`src/rtl/rpds_pkg.sv`:
```
// Package for the ring period DMA sequencer: field widths, event, enable and
// status codes, and the packed result beat. No dependencies.
package rpds_pkg;

    localparam int POS_W  = 19;
    localparam int RING_W = 20;

    localparam logic [RING_W-1:0] RING_MIN  = 20'd8;
    localparam logic [RING_W-1:0] RING_MAX  = 20'd524288;
    localparam logic [POS_W-1:0]  CHUNK_MIN = 19'd8;
    localparam logic [POS_W-1:0]  CHUNK_MAX = 19'd262144;

    localparam logic [RING_W-1:0] BUFFER_BYTES_RESET = 20'd524288;
    localparam logic [POS_W-1:0]  PERIOD_BYTES_RESET = 19'd4096;

    // Four busy interrupts at most are tolerated while a stop drains.
    localparam logic [2:0] STOP_WAIT_LIMIT = 3'd5;

    typedef enum logic [1:0] {
        REQ_PREPARE   = 2'd0,
        REQ_START     = 2'd1,
        REQ_STOP      = 2'd2,
        REQ_INTERRUPT = 2'd3
    } req_t;

    typedef enum logic [1:0] {
        EN_NONE    = 2'd0,
        EN_ENABLE  = 2'd1,
        EN_DISABLE = 2'd2
    } enable_t;

    typedef enum logic [1:0] {
        ST_OK       = 2'd0,
        ST_FULL     = 2'd1,
        ST_SPURIOUS = 2'd2,
        ST_PHASE    = 2'd3
    } status_t;

    typedef enum logic {
        CFG_BUFFER_BYTES = 1'b0,
        CFG_PERIOD_BYTES = 1'b1
    } cfg_index_t;

    typedef struct packed {
        logic             dma_issue;
        logic [POS_W-1:0] dma_offset;
        logic [POS_W-1:0] dma_length;
        logic             zero_length_write;
        logic [1:0]       enable_write;
        logic             period_done;
        logic [POS_W-1:0] play_position;
        logic             draining;
        logic [1:0]       status_code;
    } result_t;

endpackage

```
`src/rtl/ring_period_dma_sequencer.sv`:
```
// Ring period DMA sequencer: event decoding, chunk issue and queue tracking,
// with an output register and a skid stage. Depends on rpds_pkg.
//
// Channel | Direction | Handshake          | Beat contents
// --------+-----------+--------------------+-------------------------------------------
// in      | in        | in_valid/in_stall  | req_type, queue_full, engine_busy
// out     | out       | out_valid/out_stall| dma_issue ... status_code (one per event)
// cfg     | in        | cfg_valid/cfg_ready| cfg_index, cfg_data (buffer/period bytes)
//
// Each accepted event beat is decoded in the cycle of its acceptance: the
// sequencer state is updated at that edge and the result beat is registered
// into the single output register, or into the skid stage while the output is
// stalled. One event is taken every cycle while in_stall is low. The skid
// stage lets one further beat in while a result is stalled, and in_stall
// rises only when both stages are full. Reset clears all sequencer state and
// loads the ring and period sizes with their defaults; cfg_ready is always high.
module ring_period_dma_sequencer (
    input  logic                       clk,
    input  logic                       rst_n,
    // event channel
    input  logic                       in_valid,
    output logic                       in_stall,
    input  logic [1:0]                 req_type,
    input  logic                       queue_full,
    input  logic                       engine_busy,
    // result channel
    output logic                       out_valid,
    input  logic                       out_stall,
    output logic                       dma_issue,
    output logic [rpds_pkg::POS_W-1:0] dma_offset,
    output logic [rpds_pkg::POS_W-1:0] dma_length,
    output logic                       zero_length_write,
    output logic [1:0]                 enable_write,
    output logic                       period_done,
    output logic [rpds_pkg::POS_W-1:0] play_position,
    output logic                       draining,
    output logic [1:0]                 status_code,
    // configuration write channel
    input  logic                       cfg_valid,
    output logic                       cfg_ready,
    input  logic                       cfg_index,
    input  logic [rpds_pkg::RING_W-1:0] cfg_data
);

    import rpds_pkg::*;

    // Configuration registers.
    logic [RING_W-1:0] buffer_bytes_reg;
    logic [POS_W-1:0]  period_bytes_reg;

    // Sequencer state.
    logic [POS_W-1:0] cur_pos_reg, cur_pos_next;
    logic [POS_W-1:0] queued_pos_reg, queued_pos_next;
    logic [POS_W-1:0] after_queued_pos_reg, after_queued_pos_next;
    logic [POS_W-1:0] wrap_remainder_reg, wrap_remainder_next;
    logic             queued_completes_reg, queued_completes_next;
    logic             after_queued_completes_reg, after_queued_completes_next;
    logic             playing_flag_reg, playing_flag_next;
    logic [2:0]       stop_count_reg, stop_count_next;
    logic             prepared_reg, prepared_next;

    // Output register and skid stage.
    logic    out_valid_reg;
    logic    skid_valid_reg;
    result_t out_data_reg;
    result_t skid_data_reg;
    result_t result;

    logic in_accept;
    logic out_take;

    // Chunk issue datapath.
    logic [RING_W-1:0] ring;
    logic [POS_W-1:0]  period_clamped;
    logic [RING_W-1:0] chunk;
    logic [POS_W-1:0]  src_pos;
    logic [POS_W-1:0]  issue_pos;
    logic [RING_W-1:0] room;
    logic [RING_W-1:0] issue_len;
    logic [RING_W-1:0] issue_rem;
    logic [RING_W:0]   issue_end;
    logic [POS_W-1:0]  issue_next_pos;
    req_t              req;

    assign cfg_ready = 1'b1;
    assign in_stall  = skid_valid_reg;
    assign in_accept = in_valid && !skid_valid_reg;
    assign out_take  = out_valid_reg && !out_stall;
    assign req       = req_t'(req_type);

    // Ring size clamped to its legal range; the period is clamped likewise
    // and never exceeds the ring.
    always_comb
    begin
        if (buffer_bytes_reg < RING_MIN)
            ring = RING_MIN;
        else if (buffer_bytes_reg > RING_MAX)
            ring = RING_MAX;
        else
            ring = buffer_bytes_reg;

        if (period_bytes_reg < CHUNK_MIN)
            period_clamped = CHUNK_MIN;
        else if (period_bytes_reg > CHUNK_MAX)
            period_clamped = CHUNK_MAX;
        else
            period_clamped = period_bytes_reg;

        if ({1'b0, period_clamped} > ring)
            chunk = ring;
        else
            chunk = {1'b0, period_clamped};
    end

    // The position a new chunk starts from. On an interrupt the queue first
    // shifts by one, so the chunk follows the old after-queued position.
    // A position left beyond the ring end by a size change restarts at zero.
    // A pending wrap remainder is issued whole at that position; otherwise
    // a full chunk is issued, cut at the ring end with the rest kept back.
    always_comb
    begin
        src_pos   = (req == REQ_INTERRUPT) ? after_queued_pos_reg : queued_pos_reg;
        issue_pos = ({1'b0, src_pos} >= ring) ? '0 : src_pos;
        room      = ring - {1'b0, issue_pos};
        issue_rem = '0;
        if (wrap_remainder_reg != '0)
        begin
            issue_len = {1'b0, wrap_remainder_reg};
        end
        else if (room < chunk)
        begin
            issue_len = room;
            issue_rem = chunk - room;
        end
        else
        begin
            issue_len = chunk;
        end
        issue_end      = {2'b00, issue_pos} + {1'b0, issue_len};
        issue_next_pos = (issue_end >= {1'b0, ring}) ? '0 : issue_end[POS_W-1:0];
    end

    // Event decode: next state and the result beat.
    always_comb
    begin
        cur_pos_next                = cur_pos_reg;
        queued_pos_next             = queued_pos_reg;
        after_queued_pos_next       = after_queued_pos_reg;
        wrap_remainder_next         = wrap_remainder_reg;
        queued_completes_next       = queued_completes_reg;
        after_queued_completes_next = after_queued_completes_reg;
        playing_flag_next           = playing_flag_reg;
        stop_count_next             = stop_count_reg;
        prepared_next               = prepared_reg;

        result                   = '0;
        result.enable_write      = EN_NONE;
        result.status_code       = ST_OK;

        case (req)
            REQ_PREPARE:
            begin
                cur_pos_next                = '0;
                queued_pos_next             = '0;
                after_queued_pos_next       = '0;
                wrap_remainder_next         = '0;
                queued_completes_next       = 1'b0;
                after_queued_completes_next = 1'b0;
                playing_flag_next           = 1'b0;
                stop_count_next             = '0;
                prepared_next               = 1'b1;
            end

            REQ_START:
            begin
                // A start while already playing is ignored.
                if (!playing_flag_reg)
                begin
                    result.enable_write = EN_ENABLE;
                    if (!prepared_reg)
                    begin
                        result.status_code = ST_SPURIOUS;
                    end
                    else if (queue_full)
                    begin
                        result.status_code = ST_FULL;
                    end
                    else
                    begin
                        result.dma_issue            = 1'b1;
                        result.dma_offset           = issue_pos;
                        result.dma_length           = issue_len[POS_W-1:0];
                        after_queued_pos_next       = issue_next_pos;
                        wrap_remainder_next         = issue_rem[POS_W-1:0];
                        after_queued_completes_next = (issue_rem == '0);
                        playing_flag_next           = 1'b1;
                        stop_count_next             = '0;
                    end
                end
            end

            REQ_STOP:
            begin
                // The zero length ends the queue after the chunk in flight.
                result.zero_length_write    = 1'b1;
                after_queued_pos_next       = queued_pos_reg;
                after_queued_completes_next = 1'b0;
                playing_flag_next           = 1'b0;
                stop_count_next             = 3'd1;
            end

            REQ_INTERRUPT:
            begin
                cur_pos_next          = queued_pos_reg;
                queued_pos_next       = after_queued_pos_reg;
                result.period_done    = queued_completes_reg;
                queued_completes_next = after_queued_completes_reg;

                if (stop_count_reg != '0)
                begin
                    // Draining after a stop: wait while the engine is busy,
                    // up to the limit, then disable.
                    if (engine_busy && stop_count_reg < STOP_WAIT_LIMIT)
                    begin
                        stop_count_next = stop_count_reg + 3'd1;
                    end
                    else
                    begin
                        result.enable_write = EN_DISABLE;
                        stop_count_next     = '0;
                        if (queued_pos_reg != after_queued_pos_reg)
                            result.status_code = ST_PHASE;
                    end
                end
                else if (!playing_flag_reg || !prepared_reg)
                begin
                    result.status_code = ST_SPURIOUS;
                end
                else if (queue_full)
                begin
                    result.status_code = ST_FULL;
                end
                else
                begin
                    result.dma_issue            = 1'b1;
                    result.dma_offset           = issue_pos;
                    result.dma_length           = issue_len[POS_W-1:0];
                    after_queued_pos_next       = issue_next_pos;
                    wrap_remainder_next         = issue_rem[POS_W-1:0];
                    after_queued_completes_next = (issue_rem == '0);
                end
            end

            default:
            begin
                result.status_code = ST_OK;
            end
        endcase

        result.play_position = cur_pos_next;
        result.draining      = (stop_count_next != '0);
    end

    // Configuration registers.
    always_ff @(posedge clk or negedge rst_n)
    begin
        if (!rst_n)
        begin
            buffer_bytes_reg <= BUFFER_BYTES_RESET;
            period_bytes_reg <= PERIOD_BYTES_RESET;
        end
        else if (cfg_valid && cfg_ready)
        begin
            case (cfg_index_t'(cfg_index))
                CFG_BUFFER_BYTES: buffer_bytes_reg <= cfg_data;
                CFG_PERIOD_BYTES: period_bytes_reg <= cfg_data[POS_W-1:0];
                default:          buffer_bytes_reg <= buffer_bytes_reg;
            endcase
        end
    end

    // Sequencer state, updated on every accepted event.
    always_ff @(posedge clk or negedge rst_n)
    begin
        if (!rst_n)
        begin
            cur_pos_reg                <= '0;
            queued_pos_reg             <= '0;
            after_queued_pos_reg       <= '0;
            wrap_remainder_reg         <= '0;
            queued_completes_reg       <= 1'b0;
            after_queued_completes_reg <= 1'b0;
            playing_flag_reg           <= 1'b0;
            stop_count_reg             <= '0;
            prepared_reg               <= 1'b0;
        end
        else if (in_accept)
        begin
            cur_pos_reg                <= cur_pos_next;
            queued_pos_reg             <= queued_pos_next;
            after_queued_pos_reg       <= after_queued_pos_next;
            wrap_remainder_reg         <= wrap_remainder_next;
            queued_completes_reg       <= queued_completes_next;
            after_queued_completes_reg <= after_queued_completes_next;
            playing_flag_reg           <= playing_flag_next;
            stop_count_reg             <= stop_count_next;
            prepared_reg               <= prepared_next;
        end
    end

    // Output register and skid stage control.
    always_ff @(posedge clk or negedge rst_n)
    begin
        if (!rst_n)
        begin
            out_valid_reg  <= 1'b0;
            skid_valid_reg <= 1'b0;
        end
        else
        begin
            if (skid_valid_reg)
            begin
                if (out_take)
                    skid_valid_reg <= 1'b0;
            end
            else if (in_accept)
            begin
                if (!out_valid_reg || out_take)
                    out_valid_reg <= 1'b1;
                else
                    skid_valid_reg <= 1'b1;
            end
            else if (out_take)
            begin
                out_valid_reg <= 1'b0;
            end
        end
    end

    // Result beats carry no reset.
    always_ff @(posedge clk)
    begin
        if (skid_valid_reg)
        begin
            if (out_take)
                out_data_reg <= skid_data_reg;
        end
        else if (in_accept)
        begin
            if (!out_valid_reg || out_take)
                out_data_reg <= result;
            else
                skid_data_reg <= result;
        end
    end

    assign out_valid         = out_valid_reg;
    assign dma_issue         = out_data_reg.dma_issue;
    assign dma_offset        = out_data_reg.dma_offset;
    assign dma_length        = out_data_reg.dma_length;
    assign zero_length_write = out_data_reg.zero_length_write;
    assign enable_write      = out_data_reg.enable_write;
    assign period_done       = out_data_reg.period_done;
    assign play_position     = out_data_reg.play_position;
    assign draining          = out_data_reg.draining;
    assign status_code       = out_data_reg.status_code;

endmodule
```
`config.mk`:
```
export PLATFORM = sky130hd
export DESIGN_NAME = ring_period_dma_sequencer
export DESIGN_NICKNAME = d
export VERILOG_FILES = /design/src/rtl/rpds_pkg.sv /design/src/rtl/ring_period_dma_sequencer.sv
export SDC_FILE = /design/constraint.sdc
export NUM_CORES = 1
export LEC_CHECK = 0
export BUFFER_PORTS_ARGS = -buffer_cell sky130_fd_sc_hd__clkbuf_2
export CAP_MARGIN = 5
export CORE_MARGIN = 8
export CORE_UTILIZATION = 28
export CTS_CLUSTER_DIAMETER = 40
export CTS_CLUSTER_SIZE = 25
export DETAILED_ROUTE_END_ITERATION = 10
export GPL_TIMING_DRIVEN = 0
export RECOVER_POWER = 25
export SKIP_LAST_GASP = 1
export SLEW_MARGIN = 20
export SYNTH_ARGS = -nofsm -noshare
export SYNTH_HDL_FRONTEND = slang
export SYNTH_SLANG_ARGS = --single-unit
```
`constraint.sdc`:
```
create_clock -name clk -period 12.07 [get_ports clk]
set_clock_uncertainty 0.2 [all_clocks]
set_input_delay 2.414 -clock clk [delete_from_list [all_inputs] [get_ports clk]]
set_output_delay 2.414 -clock clk [all_outputs]
set_load 0.005 [all_outputs]
```
==> key figures <==
Drt
  – WL final: 52000 um
  – 1st-iter DRT viols: 1036
  – DRT Pass-1 Iters: 6
  – Vias: 13669
  – Routed vias/inst: 5.11
  – Post-route antenna net violation count: 0
  – DRC viols: 0
  – WL/cell: 19.4 um

Finish
  – Fin nets: 2037
  – Area delta synth->final: 28.5%
  – Fraction of layout cells with a size suffix above 1: 0.259
  – Post-Route Utilization: 0.363
  – ANT cells: 0
  – Max reg flops: 65
  – Fill cells: 5687

Synth
  – Post-synth top area share: 0.241
  – Cell accounting for the most synthesized area: edfxtp_1
  – Most common cell in the netlist: nand2_1
  – Synth cell types: 83
  – Cell Area, Synth: 16200 sq um
  – Synth Instances: 1666
  – Sequential fraction of the synthesis area: 0.433
  – Post-synthesis register bit count: 254
  – Async SR Flop Fraction: 0.488
  – Post-synth EDFFs: 130
  – Synthesized area per cell: 9.71 sq um
  – List of most frequent post-synthesis cells: 222 x nand2_1, 167 x o21ai_0, 130 x edfxtp_1
  – Syn nets: 1822
  – Ranking of synthesized cells by area: edfxtp_1 24%, dfrtp_1 19%, ha_1 9.5%, mux2_2 5.5%, o21ai_0 5.2%
  – Most used DFF post-synth: edfxtp_1
  – Synth warn: 0

Clock network
  – CTS buffer count: 38
  – Clk sinks: 254
  – Hold buffers post-CTS: 0
  – Worst skew pair latency: 0.55 ns
  – Root Driver: clkbuf_16
  – H-tree depth: 2
  – Clock transition at path regs: 0.05 ns
  – CTS Buffer Depth: 3
  – CTS tree: done

Global route
  – GRT overflow: 0
  – Number of global-route vias before repair: 13601
  – First-pass GRT wire length: 79800 um
  – Antenna violations before repair: 0
  – Largest net degree at the start of global routing: 86
  – Total GRT Usage: 0.152

Setup path
  – Worst R2R Setup Slack: 0.54 ns
  – Kind of critical path: in -> reg
  – Critical Path Source: req_type[1]
  – Worst stage delay on the critical path: 0.43 ns
  – R2R depth: 49
  – Crit-path slowest cell: a221o_1
  – CP endpoint kind: flop
  – Setup crit start kind: input pin
  – CP top delay family: compound AO/OA/AOI/OAI gates
  – WP data required: 12.29 ns
  – Arr. time, crit path: 12.41 ns
  – Reg2reg start: buffer_bytes_reg[15]
  – Critical path depth in cells: 51
  – CP max FO: 8
  – R2R Path End: after_queued_pos_reg[7]
  – Buf/Inv on CP: 10
  – Setup crit end: after_queued_pos_reg[7]

Job
  – Max-cap viol count: 2

STA
  – Final setup vio count: 19
  – Slew margin rel.: -2.14
  – Maximum clock rate: 82.0 MHz
  – Fin crit period: 12.19 ns
  – Slew Limit Fails: 127
  – Final setup margin: -0.121 ns
  – Final Hold Fails: 0
  – Unrepaired setup endpoints after global routing: true
  – Final period util: 1.01
  – Worst-Margin Slew: 4.71 ns

Floorplan
  – Initial core utilization: 0.282
  – Io pins: 98
  – Die X: 256 um
  – Die span in y: 256 um
  – Site row count: 88
  – Die ar.: 65700 sq um
  – Core area: 57400 sq um

Placed design
  – Detailed placement HPWL: 40100 um
  – # port buffers: 96
  – Placer Congestion: 0.957
  – Pre-CTS setup slack: -2.67 ns

Status
  – Status: finished, violations left
  – Failing checks: capacitance limit, slew limit, setup timing

Min path
  – Worst Hold Class: reg -> reg
stage by stage:
step                      hold slack [ns]  cells  setup TNS (ns)  cell area, sq um
final                               0.279   2676           -1.64             20800
after global routing                0.307   2676           -7.61             20800
after CTS                           0.284   2659               0             20400
after detailed placement            0.271   2531          -49.44             18000
after global placement              0.257   2527          -45.31             17900
after floorplan                     0.242   1666               0             16400
worst register-to-register path: cells and delay by family (launching register included):
family	cells	cell delay (ns)
AOI/OAI and AO/OA	21	5.11
xor gates and xnor gates	1	0.15
adders and majority gates	5	1.68
buffers and inverters	8	1.32
DFF	1	0.40
and+or+nand+nor	14	2.57
cells in the final DEF, fill, tap and decap left out, types with 12 or more instances in the layout:
| cell | n |
|---|---|
| xor2_1 | 37 |
| nor2_1 | 77 |
| nand4_1 | 15 |
| ha_4 | 16 |
| and3_1 | 15 |
| clkbuf_1 | 45 |
| xnor2_1 | 22 |
| nand2b_1 | 30 |
| buf_4 | 70 |
| a22oi_1 | 21 |
| ha_1 | 106 |
| a21oi_1 | 67 |
| nor3_1 | 37 |
| nor4_1 | 19 |
| o21ai_2 | 21 |
| a21o_1 | 28 |
| dfrtp_1 | 122 |
| and2_1 | 21 |
| o21ai_0 | 141 |
| mux2_2 | 79 |
| nor2b_1 | 12 |
| nand2_1 | 217 |
| clkbuf_2 | 93 |
| inv_1 | 96 |
| nand3_1 | 14 |
| edfxtp_1 | 130 |
| o21ai_1 | 18 |
| mux2i_4 | 12 |
| clkbuf_16 | 41 |
how the worst min path moves through the flow:
stage	startpoint	endpoint	slack (ns)	depth (start not counted)
after floorplan	queued_completes_reg	queued_completes_reg	0.24	2
after global placement	queued_completes_reg	queued_completes_reg	0.26	2
after detailed placement	cur_pos_reg[18]	cur_pos_reg[18]	0.27	2
after CTS	cur_pos_reg[15]	cur_pos_reg[15]	0.28	2
after global routing	cur_pos_reg[18]	cur_pos_reg[18]	0.31	2
final	cur_pos_reg[4]	cur_pos_reg[4]	0.28	2
layout make-up:
| cell class | count | area (sq um) | share of cell area |
|---|---|---|---|
| plain buffers | 63 | 390 | 0.0188 |
| inverters | 102 | 388 | 0.0187 |
| well taps | 765 | 957 | 0.0460 |
| clock inverters | 28 | 367 | 0.0176 |
| repair buffers | 178 | 1230 | 0.0590 |
| clock buffers | 42 | 997 | 0.0480 |
| multi-input cells | 1244 | 9460 | 0.455 |
| flip-flops and latches | 254 | 7010 | 0.337 |
metal layers:
| layer | up-vias | global-route usage | part of all wire |
|---|---|---|---|
| met5 | - | 0 | 0 |
| met4 | 0 | 0.0553 | 0.037 |
| met3 | 111 | 0.0259 | 0.049 |
| met2 | 405 | 0.258 | 0.48 |
| met1 | 6652 | 0.194 | 0.43 |
| li1 | 6501 | - | - |
timing repair:
action	4_1_cts	5_1_grt
endpoints found under the hold margin	0	0
endpoints found under the setup margin	19	19
gates resized for setup	118	63
setup buffers	58	19
cloned	2	0
pin swaps	68	63
cells by family after synthesis:
logic type                 count (synthesis)  synth area share
AOI/OAI and AO/OA                        437             0.174
adders and majority gates                126            0.0988
muxes                                    101            0.0686
and+or+nand+nor                          513             0.149
other                                      2          0.000464
xor gates and xnor gates                  65            0.0352
DFF                                      254             0.433
buffers and inverters                    168            0.0406
Power is not shown: default switching activity piles up to over one toggle a cycle in this logic, so the estimate is an artifact.
